### config.mk
export PLATFORM = sky130hd
export DESIGN_NAME = packet_window_rate_meter_unit
export DESIGN_NICKNAME = d
export VERILOG_FILES = /design/src/rtl/pwrm_pkg.sv /design/src/rtl/packet_window_rate_meter_unit.sv
export VERILOG_INCLUDE_DIRS = /design/src /design/src/rtl
export SDC_FILE = /design/constraint.sdc
export NUM_CORES = 2
export LEC_CHECK = 0
export BUFFER_PORTS_ARGS = -buffer_cell sky130_fd_sc_hd__buf_4
export CELL_PAD_IN_SITES_DETAIL_PLACEMENT = 0
export CELL_PAD_IN_SITES_GLOBAL_PLACEMENT = 1
export CORE_MARGIN = 2
export CORE_UTILIZATION = 35
export CTS_CLUSTER_DIAMETER = 100
export DETAILED_ROUTE_END_ITERATION = 8
export HOLD_SLACK_MARGIN = 0.02
export PLACE_DENSITY = 0.61
export SETUP_SLACK_MARGIN = 0.02
export SYNTH_ARGS = -nofsm -noshare
export SYNTH_HDL_FRONTEND = slang
export SYNTH_SLANG_ARGS = --single-unit
### constraint.sdc
create_clock -name clk -period 8.5 [get_ports clk]
set_input_delay 0.425 -clock clk [delete_from_list [all_inputs] [get_ports clk]]
set_output_delay 0.425 -clock clk [all_outputs]
set_load 0.03 [all_outputs]
### src/rtl/packet_window_rate_meter_unit_assert.svh
// Assertion macros for the rate meter block.
// PWRM_ASSERT_IMPL: overlapping implication, PWRM_ASSERT_NEXT: next-cycle implication.
`ifndef PACKET_WINDOW_RATE_METER_UNIT_ASSERT_SVH
`define PACKET_WINDOW_RATE_METER_UNIT_ASSERT_SVH

`ifndef SYNTHESIS

`define PWRM_ASSERT_IMPL(label, clk, rst_n, ante, cons) \
  label: assert property (@(posedge clk) disable iff (!rst_n) (ante) |-> (cons)) \
    else $error("assertion failed");

`define PWRM_ASSERT_NEXT(label, clk, rst_n, ante, cons) \
  label: assert property (@(posedge clk) disable iff (!rst_n) (ante) |=> (cons)) \
    else $error("assertion failed");

`else

`define PWRM_ASSERT_IMPL(label, clk, rst_n, ante, cons)

`define PWRM_ASSERT_NEXT(label, clk, rst_n, ante, cons)

`endif

`endif

### src/rtl/pwrm_pkg.sv
`default_nettype none

package pwrm_pkg;

  localparam int STAMP_W     = 52;
  localparam int ALU_W       = STAMP_W + 1;
  localparam int SECS_W      = 32;
  localparam int MICROS_W    = 20;
  localparam int LEN_W       = 16;
  localparam int BYTES_W     = 32;
  localparam int AVG_W       = 32;
  localparam int OUT_CNT_W   = 16;
  localparam int IN_DATA_W   = 88;
  localparam int OUT_DATA_W  = 80;
  localparam int DIV_STEPS   = STAMP_W;
  localparam int DIV_CNT_W   = $clog2(DIV_STEPS + 1);

  localparam logic [MICROS_W-1:0] US_PER_SECOND = 20'd1000000;
  localparam logic [31:0]         WINDOW_RESET  = 32'd1000000;

  typedef logic [STAMP_W-1:0] stamp_t;

  // clamp a 52-bit time to 32 bits
  function automatic logic [AVG_W-1:0] sat_u32(input stamp_t v);
    logic [AVG_W-1:0] r;
    if (|v[STAMP_W-1:AVG_W]) begin
      r = '1;
    end else begin
      r = v[AVG_W-1:0];
    end
    return r;
  endfunction

endpackage

`default_nettype wire

### src/rtl/packet_window_rate_meter_unit.sv
// Channel  | Direction | Handshake          | Payload
// in_      | input     | in_tvalid/tready   | in_tdata: packet header
// out_     | output    | out_tvalid/tready  | out_tdata: window stats, out_tuser: closed
// cfg_     | input     | cfg_wr_en          | cfg_wr_data: window length (us)
//
// One request in flight; in_tready is high only while the sequencer idles.
// Open window: accept, multiply, 5 steps on the shared adder, out.
// A close skips the byte accumulate; with three or more packets a 52-step
// restoring divide runs on the same adder after the compare.
// A finished result waits in the output register; the next request is taken meanwhile.
// rst_n is synchronous; it clears the window state and sets window_us to 1000000.
`default_nettype none

`include "packet_window_rate_meter_unit_assert.svh"

module packet_window_rate_meter_unit
  import pwrm_pkg::*;
#(
  parameter int COUNT_WIDTH = 16
) (
  input  wire logic                  clk,
  input  wire logic                  rst_n,
  input  wire logic                  in_tvalid,
  output logic                       in_tready,
  // [31:0] stamp_seconds, [51:32] stamp_micros, [67:52] captured_length,
  // [83:68] wire_length
  input  wire logic [IN_DATA_W-1:0]  in_tdata,
  output logic                       out_tvalid,
  input  wire logic                  out_tready,
  // [15:0] packet_count, [47:16] byte_total, [79:48] avg_gap_us
  output logic [OUT_DATA_W-1:0]      out_tdata,
  // [0] window_closed
  output logic [0:0]                 out_tuser,
  input  wire logic                  cfg_wr_en,
  input  wire logic [31:0]           cfg_wr_data
);

  localparam logic [3:0] S_IDLE  = 4'd0;
  localparam logic [3:0] S_MUL   = 4'd1;
  localparam logic [3:0] S_STAMP = 4'd2;
  localparam logic [3:0] S_GAP   = 4'd3;
  localparam logic [3:0] S_ELAP  = 4'd4;
  localparam logic [3:0] S_CMP   = 4'd5;
  localparam logic [3:0] S_ACC   = 4'd6;
  localparam logic [3:0] S_DIV   = 4'd7;
  localparam logic [3:0] S_OUT   = 4'd8;

  // control and window state
  logic [3:0]             state_r, state_nxt;
  logic                   out_valid_r, out_valid_nxt;
  logic [31:0]            window_us_r, window_us_nxt;
  logic                   seen_first_r, seen_first_nxt;
  stamp_t                 last_stamp_r, last_stamp_nxt;
  stamp_t                 elapsed_r, elapsed_nxt;
  logic [COUNT_WIDTH-1:0] packets_r, packets_nxt;
  logic [BYTES_W-1:0]     bytes_r, bytes_nxt;
  logic [DIV_CNT_W-1:0]   div_cnt_r, div_cnt_nxt;

  // payload
  logic [SECS_W-1:0]      secs_r, secs_nxt;
  logic [MICROS_W-1:0]    micros_r, micros_nxt;
  logic [LEN_W-1:0]       caplen_r, caplen_nxt;
  logic [LEN_W-1:0]       wirelen_r, wirelen_nxt;
  stamp_t                 prod_r, prod_nxt;
  stamp_t                 stamp_r, stamp_nxt;
  stamp_t                 gap_r, gap_nxt;
  stamp_t                 elap_new_r, elap_new_nxt;
  logic [ALU_W-1:0]       rem_r, rem_nxt;
  stamp_t                 quo_r, quo_nxt;
  logic [COUNT_WIDTH-1:0] div_r, div_nxt;
  logic                   res_closed_r, res_closed_nxt;
  logic [OUT_CNT_W-1:0]   res_count_r, res_count_nxt;
  logic [BYTES_W-1:0]     res_bytes_r, res_bytes_nxt;
  logic [AVG_W-1:0]       res_avg_r, res_avg_nxt;
  logic [OUT_DATA_W-1:0]  out_data_r, out_data_nxt;
  logic                   out_user_r, out_user_nxt;

  // shared add/subtract unit
  logic [ALU_W-1:0]       alu_a;
  logic [ALU_W-1:0]       alu_b;
  logic                   alu_sub;
  logic [ALU_W:0]         alu_sum;
  logic                   alu_carry;

  logic [ALU_W-1:0]       div_shift;
  logic [31:0]            packets_ext;
  logic [OUT_CNT_W-1:0]   count_sat;
  logic                   in_fire;
  logic                   out_free;

  assign alu_sum   = {1'b0, alu_a} + {1'b0, (alu_sub ? ~alu_b : alu_b)}
                   + {{ALU_W{1'b0}}, alu_sub};
  // on subtract, carry out means a >= b
  assign alu_carry = alu_sum[ALU_W];

  assign div_shift   = {rem_r[ALU_W-2:0], quo_r[STAMP_W-1]};
  assign packets_ext = 32'(packets_r);
  assign count_sat   = (|packets_ext[31:OUT_CNT_W]) ? '1 : packets_ext[OUT_CNT_W-1:0];

  assign in_tready  = (state_r == S_IDLE);
  assign in_fire    = in_tvalid && in_tready;
  assign out_free   = !out_valid_r || out_tready;
  assign out_tvalid = out_valid_r;
  assign out_tdata  = out_data_r;
  assign out_tuser  = out_user_r;

  always_comb begin
    alu_a   = '0;
    alu_b   = '0;
    alu_sub = 1'b0;
    unique case (state_r)
      S_STAMP: begin
        alu_a = ALU_W'(prod_r);
        alu_b = ALU_W'(micros_r);
      end
      S_GAP: begin
        alu_a   = ALU_W'(stamp_r);
        alu_b   = ALU_W'(last_stamp_r);
        alu_sub = 1'b1;
      end
      S_ELAP: begin
        alu_a = ALU_W'(elapsed_r);
        alu_b = ALU_W'(gap_r);
      end
      S_CMP: begin
        alu_a   = ALU_W'(window_us_r);
        alu_b   = ALU_W'(elap_new_r);
        alu_sub = 1'b1;
      end
      S_ACC: begin
        alu_a = ALU_W'(bytes_r);
        alu_b = ALU_W'(caplen_r);
      end
      S_DIV: begin
        alu_a   = div_shift;
        alu_b   = ALU_W'(div_r);
        alu_sub = 1'b1;
      end
      default: begin
      end
    endcase
  end

  always_comb begin
    state_nxt      = state_r;
    out_valid_nxt  = out_valid_r;
    window_us_nxt  = window_us_r;
    seen_first_nxt = seen_first_r;
    last_stamp_nxt = last_stamp_r;
    elapsed_nxt    = elapsed_r;
    packets_nxt    = packets_r;
    bytes_nxt      = bytes_r;
    div_cnt_nxt    = div_cnt_r;
    secs_nxt       = secs_r;
    micros_nxt     = micros_r;
    caplen_nxt     = caplen_r;
    wirelen_nxt    = wirelen_r;
    prod_nxt       = prod_r;
    stamp_nxt      = stamp_r;
    gap_nxt        = gap_r;
    elap_new_nxt   = elap_new_r;
    rem_nxt        = rem_r;
    quo_nxt        = quo_r;
    div_nxt        = div_r;
    res_closed_nxt = res_closed_r;
    res_count_nxt  = res_count_r;
    res_bytes_nxt  = res_bytes_r;
    res_avg_nxt    = res_avg_r;
    out_data_nxt   = out_data_r;
    out_user_nxt   = out_user_r;

    if (cfg_wr_en) begin
      window_us_nxt = cfg_wr_data;
    end
    if (out_valid_r && out_tready) begin
      out_valid_nxt = 1'b0;
    end

    unique case (state_r)
      S_IDLE: begin
        if (in_fire) begin
          secs_nxt    = in_tdata[31:0];
          micros_nxt  = in_tdata[51:32];
          caplen_nxt  = in_tdata[67:52];
          wirelen_nxt = in_tdata[83:68];
          state_nxt   = S_MUL;
        end
      end
      S_MUL: begin
        prod_nxt  = STAMP_W'(secs_r) * STAMP_W'(US_PER_SECOND);
        state_nxt = S_STAMP;
      end
      S_STAMP: begin
        stamp_nxt = alu_sum[STAMP_W-1:0];
        state_nxt = S_GAP;
      end
      S_GAP: begin
        // backwards time and the first packet give a zero gap
        gap_nxt        = (seen_first_r && alu_carry) ? alu_sum[STAMP_W-1:0] : '0;
        last_stamp_nxt = stamp_r;
        seen_first_nxt = 1'b1;
        state_nxt      = S_ELAP;
      end
      S_ELAP: begin
        elap_new_nxt = alu_sum[STAMP_W] ? '1 : alu_sum[STAMP_W-1:0];
        state_nxt    = S_CMP;
      end
      S_CMP: begin
        if (alu_carry) begin
          elapsed_nxt = elap_new_r;
          if (packets_r != '1) begin
            packets_nxt = packets_r + COUNT_WIDTH'(1);
          end
          state_nxt = S_ACC;
        end else begin
          res_closed_nxt = 1'b1;
          res_count_nxt  = count_sat;
          res_bytes_nxt  = bytes_r;
          if (packets_r >= COUNT_WIDTH'(3)) begin
            quo_nxt     = elapsed_r;
            rem_nxt     = '0;
            div_nxt     = packets_r - COUNT_WIDTH'(1);
            div_cnt_nxt = DIV_CNT_W'(DIV_STEPS);
            state_nxt   = S_DIV;
          end else begin
            res_avg_nxt = (packets_r == COUNT_WIDTH'(2)) ? sat_u32(elapsed_r) : '0;
            state_nxt   = S_OUT;
          end
          elapsed_nxt = gap_r;
          packets_nxt = COUNT_WIDTH'(1);
          bytes_nxt   = BYTES_W'(wirelen_r);
        end
      end
      S_ACC: begin
        bytes_nxt      = alu_sum[BYTES_W] ? '1 : alu_sum[BYTES_W-1:0];
        res_closed_nxt = 1'b0;
        res_count_nxt  = '0;
        res_bytes_nxt  = '0;
        res_avg_nxt    = '0;
        state_nxt      = S_OUT;
      end
      S_DIV: begin
        rem_nxt     = alu_carry ? alu_sum[ALU_W-1:0] : div_shift;
        quo_nxt     = {quo_r[STAMP_W-2:0], alu_carry};
        div_cnt_nxt = div_cnt_r - DIV_CNT_W'(1);
        if (div_cnt_r == DIV_CNT_W'(1)) begin
          res_avg_nxt = sat_u32(quo_nxt);
          state_nxt   = S_OUT;
        end
      end
      S_OUT: begin
        if (out_free) begin
          out_valid_nxt = 1'b1;
          out_user_nxt  = res_closed_r;
          out_data_nxt  = {res_avg_r, res_bytes_r, res_count_r};
          state_nxt     = S_IDLE;
        end
      end
      default: begin
        state_nxt = S_IDLE;
      end
    endcase
  end

  always_ff @(posedge clk) begin
    if (!rst_n) begin
      state_r      <= S_IDLE;
      out_valid_r  <= 1'b0;
      window_us_r  <= WINDOW_RESET;
      seen_first_r <= 1'b0;
      last_stamp_r <= '0;
      elapsed_r    <= '0;
      packets_r    <= '0;
      bytes_r      <= '0;
      div_cnt_r    <= '0;
    end else begin
      state_r      <= state_nxt;
      out_valid_r  <= out_valid_nxt;
      window_us_r  <= window_us_nxt;
      seen_first_r <= seen_first_nxt;
      last_stamp_r <= last_stamp_nxt;
      elapsed_r    <= elapsed_nxt;
      packets_r    <= packets_nxt;
      bytes_r      <= bytes_nxt;
      div_cnt_r    <= div_cnt_nxt;
    end
  end

  always_ff @(posedge clk) begin
    secs_r       <= secs_nxt;
    micros_r     <= micros_nxt;
    caplen_r     <= caplen_nxt;
    wirelen_r    <= wirelen_nxt;
    prod_r       <= prod_nxt;
    stamp_r      <= stamp_nxt;
    gap_r        <= gap_nxt;
    elap_new_r   <= elap_new_nxt;
    rem_r        <= rem_nxt;
    quo_r        <= quo_nxt;
    div_r        <= div_nxt;
    res_closed_r <= res_closed_nxt;
    res_count_r  <= res_count_nxt;
    res_bytes_r  <= res_bytes_nxt;
    res_avg_r    <= res_avg_nxt;
    out_data_r   <= out_data_nxt;
    out_user_r   <= out_user_nxt;
  end

  `PWRM_ASSERT_NEXT(a_accept_starts_mul, clk, rst_n, in_tvalid && in_tready, state_r == S_MUL)
  `PWRM_ASSERT_IMPL(a_open_result_zero, clk, rst_n, out_tvalid && !out_tuser[0], out_tdata == '0)
  `PWRM_ASSERT_IMPL(a_div_cnt_idle, clk, rst_n, state_r != S_DIV, div_cnt_r == '0)
  `PWRM_ASSERT_IMPL(a_window_nonempty, clk, rst_n, state_r == S_IDLE && seen_first_r,
                    packets_r != '0)

endmodule

`default_nettype wire

[Word level (Yosys, flattened, before mapping)]
Index checks and enable logic that the tools add are counted.
Widths: inputs -> output; s select.
Word-level totals
  register bits after elaboration: 764
  input bits: 125
  output and inout port bits: 83
  logic and storage cells: 115
Operators by class
  add/subtract/negate cells: 5
  multipliers: 1
  magnitude comparators: 1
  eq/ne operators: 18
  mux-type cells: 42
  bitwise operators: 2
  reduce and logical (&&, ||, !) cells: 20
Operator list (count)
  $pmux 53 s6: 1
  $mux 52: 6
  $pmux 52 s6: 1
  $mux 32: 9
  $pmux 52 s2: 2
  $pmux 32 s2: 2
  $pmux 32 s3: 1
  $add 53x53->54: 1
  $add 54x1->54: 1
  $mux 53: 1
  $not 53->53: 1
  $mux 16: 3
  $mul 32x14->46 const B: 1
  $reduce_or 20->1: 2
  $pmux 4 s9: 1
  $pmux 16 s2: 1
  $mux 4: 5
  $add 16x1->16 const B: 1
  $eq 16x2->1 const B: 1
  $eq 4x3->1 const B: 4
  $ge 16x2->1 const B: 1
  $ne 16x16->1 const B: 1
  $sub 16x1->16 const B: 1
  $mux 6: 2
  other kinds (21): 39

[Longest topological paths before layout]
  depth after elaboration: 9
  depth in mapped cells: 23

[Worst setup path after synthesis]
No wires, ideal clock.
  kind: reg2reg
  from: reg state_r[2]
  to: reg quo_r[0], enable pin
  library setup time: 0.466 ns
  arrival time: 7.331 ns
  required time: 8.034 ns
  path slack: 0.703 ns
  stages on the path, launching flop included: 21
  buffers on the path: 5
  period minus slack after synthesis: 7.797 ns
  path through: dfxtp_1 buf_2 nor2_1 nand2_1 nor2_1 clkbuf_1 buf_1 a22oi_1 nand3_1 ha_1 clkbuf_1 a21oi_1 o21ai_0 a211oi_1 a21oi_1 o21ai_0 o31ai_4 nor3_2 buf_2 nand2_2 nand2_1
On the way
  longest elaborated chain between the ends: 8
  elaborated cells on any way between the ends: 18
  classes of those cells: add/sub: 2; eq/ne: 8; mux: 4; bitwise: 1; reduce/logical: 3
Ends and longest elaborated chain
  start: declaration: RTL line packet_window_rate_meter_unit.sv:49  | logic [3:0] state_r, state_nxt;
  start signal: assignment: RTL line packet_window_rate_meter_unit.sv:277  | state_r <= state_nxt;
  $eq 4x3->1 (tied with other cells): RTL line packet_window_rate_meter_unit.sv:111, packet_window_rate_meter_unit.sv:179
  $pmux 52 s6 / $reduce_or 3->1 (equally long branches)
  $not 53->53 / $mux 1 (equally long branches): RTL line packet_window_rate_meter_unit.sv:91, packet_window_rate_meter_unit.sv:111
  $mux 53: RTL line packet_window_rate_meter_unit.sv:91  | assign alu_sum = {1'b0, alu_a} + {1'b0, (alu_sub ? ~alu_b : alu_b)}
  $add 53x53->54: RTL line packet_window_rate_meter_unit.sv:91
  $add 54x1->54: RTL line packet_window_rate_meter_unit.sv:92  | + {{ALU_W{1'b0}}, alu_sub};
  $ne 2x2->1 (no line)
  $reduce_and 3->1 (no line) *
  end signal: assignment: RTL line packet_window_rate_meter_unit.sv:299  | quo_r <= quo_nxt;
  end: declaration: RTL line packet_window_rate_meter_unit.sv:69  | stamp_t quo_r, quo_nxt;
Every way passes the cells marked *; elsewhere a longest branch is shown, timed or not.
A chain may end at the register's enable or synchronous reset.

[Worst setup path in the final report]
  from: reg secs_r[3]
  to: reg prod_r[49] (data pin)
On the way
  longest elaborated chain between the ends: 1
Ends and longest elaborated chain
  start: declaration: RTL line packet_window_rate_meter_unit.sv:60  | logic [SECS_W-1:0] secs_r, secs_nxt;
  start signal: assignment: RTL line packet_window_rate_meter_unit.sv:290  | secs_r <= secs_nxt;
  $mul 32x14->46: RTL line packet_window_rate_meter_unit.sv:190  | prod_nxt = STAMP_W'(secs_r) * STAMP_W'(US_PER_SECOND);
  end signal: assignment: RTL line packet_window_rate_meter_unit.sv:294  | prod_r <= prod_nxt;
  end: declaration: RTL line packet_window_rate_meter_unit.sv:64  | stamp_t prod_r, prod_nxt;
No other way between the ends.

==> flow_metrics.tcl <==
set metrics [dict create \
    crit_type "flip-flop to flip-flop" \
    grt_pass1_wl_um 196000 \
    cts_buffer_depth 3 \
    path_max_fanout 5 \
    gp_congestion 0.871 \
    cts_setup_buffers 0 \
    fin_worst_skew_ns 0.0697 \
    cp-start-kind "flip-flop" \
    hp-start "out_tready" \
    cts_buffers 87 \
    io_pins 208 \
    clk_latency_ns 0.71 \
    io_buffer_count 203 \
    root_buffer "clkbuf_16" \
    die_y_um 347 \
    vdd_drop_max_uv 589 \
    placementRows 125 \
    ff2ff_path_depth 21 \
    synth_area_per_cell_um2 10.5 \
    whs_path_depth 3 \
    ant_nets 0 \
    min_to "out_tvalid$_SDFF_PN0_" \
    grt_usage_pct 21.5 \
    cts_tree "yes" \
    final_cells 5798 \
    cts.sinks 764 \
    grt_max_degree 96 \
    path_clk_slew_ns 0.06 \
    dp_cells 5518 \
    regArea_um2 21000 \
    r2r-start "secs_r[3]$_DFFE_PP_" \
    core_area_um2 117000 \
    rsz0062_at_grt "false" \
    slew_violations 0 \
    leakage_nw 19.7 \
    ys_seq_area_share_pct 50.9 \
    syn_area_um2 41200 \
    finalSetupTns_ns 0 \
    num-fill-cells 11318 \
    start_util_pct 35.4 \
    r2r_setup_slack_ns 1.69 \
    synthFlopType "edfxtp_1" \
    dr.first_iter.drc_count 2799 \
    crit_arrival_ns 7.24 \
    route.final.wire_length_um 131000 \
    timing.final.hold_violations 0 \
    grt_pass1_vias 30082 \
    min_path_type "input pin to flip-flop" \
    area_growth_syn_to_layout_pct 18.2 \
    drive_gt1_share_pct 11.0 \
    route.detailed.drc 0 \
    reg2reg_to "prod_r[49]$_DFFE_PN_" \
    worst_setup_path_end_kind "flip-flop" \
    synth_cells 3940 \
    powerDensity_nw_per_um2 488 \
    synthArstFlopShare_pct 0 \
    synth_enable_flop_cells 568 \
    stdcell_area_um2 48800 \
    required_ns 8.94 \
    antenna_found_initial 4 \
    maxCapViolations 0 \
    ys_seq_elements 764 \
    max_slew_margin_pct 20.8 \
    place_area_um2 44600 \
    fmax_ghz 0.147 \
    h-tree-depth 3 \
    setup_viol 0 \
    final_common_cell "nand2_1" \
    die-area_um2 121000 \
    finalCritPeriodShare_pct 80.1 \
    multi_input_area_um2 18300 \
    worst_pin_slew_ns 1.16 \
    overflow 0 \
    synth_cell_type_count 82 \
    wl_per_cell_um 22.7 \
    num_vias 30728 \
    synth_fp_nets 4411 \
    ctsHoldBuffers 116 \
    dp_hpwl_um 93700 \
    nets 4670 \
    vias_per_cell 5.30 \
    post-route-min-period_ns 6.81 \
    yosys_warnings 0 \
    firstDrtPassIters 9 \
    status "complete, no violations" \
    fp.dieW_um 347 \
    cts_resized 0 \
    layout_common_cells "nand2_1, edfxtp_1, inv_1" \
]
[worst max-delay path, stage by stage, from the launching register on]
cell,delay [ns]
edfxtp_1,0.50
inv_1,0.18
fa_1,0.55
inv_1,0.05
fa_1,0.45
fa_1,0.51
fa_1,0.41
ha_1,0.29
inv_1,0.05
fa_1,0.47
inv_1,0.04
ha_1,0.34
a21oi_1,0.26
o21ai_0,0.13
or2_2,0.30
o311a_1,0.40
a211o_1,0.36
a41oi_1,0.38
and2_1,0.23
o31ai_1,0.13
o41a_1,0.40
xor2_1,0.14
[cell type report]
type | count | area share (%)
Clock buffer | 123 | 5.17
Tap cell | 1524 | 3.91
Clock inverter | 40 | 1.07
Multi-Input combinational cell | 2646 | 37.6
Antenna cell | 1 | 0.00513
Inverter | 312 | 2.41
Sequential cell | 764 | 43.0
Timing Repair Buffer | 388 | 6.82
[sequential cells by signal, summed over array words and instances, names as in the netlist, 46 cells and up]
signal / count
elap_new_r: 52
elapsed_r: 52
gap_r: 52
last_stamp_r: 52
out_tdata: 80
prod_r: 46
quo_r: 52
rem_r: 52
stamp_r: 52
[stage by stage]
stage	util, %	setup slack [ns]	power (mW)	hold slack [ns]
2_1_floorplan	-	0.703	16.5	0.400
3_3_place_gp	38.2	1.63	19.8	0.401
3_5_place_dp	38.2	1.61	19.9	0.405
4_1_cts	41.9	1.64	24.0	0.0558
5_1_grt	41.9	1.28	26.2	0.0746
6_report	41.9	1.69	23.8	0.114
[how the worst max path moves through the flow]
stage,startpoint,end,slack (ns),cells past startpoint
2_1_floorplan,state_r[2]$_SDFFE_PN0P_,quo_r[0]$_DFFE_PP_,0.70,20
4_1_cts,secs_r[3]$_DFFE_PP_,prod_r[49]$_DFFE_PN_,1.64,21
3_5_place_dp,secs_r[3]$_DFFE_PP_,prod_r[49]$_DFFE_PN_,1.61,21
5_1_grt,secs_r[3]$_DFFE_PP_,prod_r[49]$_DFFE_PN_,1.28,21
6_report,secs_r[3]$_DFFE_PP_,prod_r[49]$_DFFE_PN_,1.69,21
3_3_place_gp,secs_r[3]$_DFFE_PP_,prod_r[49]$_DFFE_PN_,1.63,21
[per-layer routing]
metal | track usage, % | up-vias | wire length (µm)
met1 | 31.3 | 15073 | 62100
met5 | 0 | - | 0
met3 | 4.94 | 162 | 9960
li1 | - | 14532 | -
met4 | 5.62 | 0 | 3290
met2 | 32.2 | 961 | 56000
[synth_stat cells, drive strengths merged, types with 14 or more instances]
cell type	count	share of area, %
mux2i	73	1.8
a221oi	39	0.83
o211ai	17	0.31
nor4	20	0.30
nor3	47	0.59
xnor2	66	1.4
a22oi	14	0.25
a31oi	61	0.93
a21oi	283	3.4
buf	58	0.69
o21a	14	0.25
dfxtp	196	9.5
nand2	623	5.7
and2	50	0.76
mux2	16	0.44
and3	15	0.23
inv	310	2.8
o21bai	20	0.36
a211oi	23	0.44
nor2	304	2.8
nand4	32	0.49
edfxtp	568	41
fa	136	6.6
nand2b	17	0.26
nand3	47	0.57
xor2	46	0.98
ha	210	6.4
clkbuf	160	1.5
o21ai	196	2.4
a21o	64	1.2
a222oi	42	1.0
a221o	25	0.61
[cell families after synthesis]
group	synth area share [%]
buffers and inverters	4.98
adder cells (fa/ha/maj)	13.0
AND/OR/NAND/NOR	12.5
flip-flops	50.9
AO/OA/AOI/OAI	14.1
XOR/XNOR	2.38
multiplexers	2.21
[where the power goes]
part	internal (mW)	switching (mW)	leakage [nW]
Clock	2.28	1.65	1.47
Combinational	6.08	8.23	11.6
Sequential	5.21	0.340	6.69
Note: power is estimated with default switching activity, not from simulation.
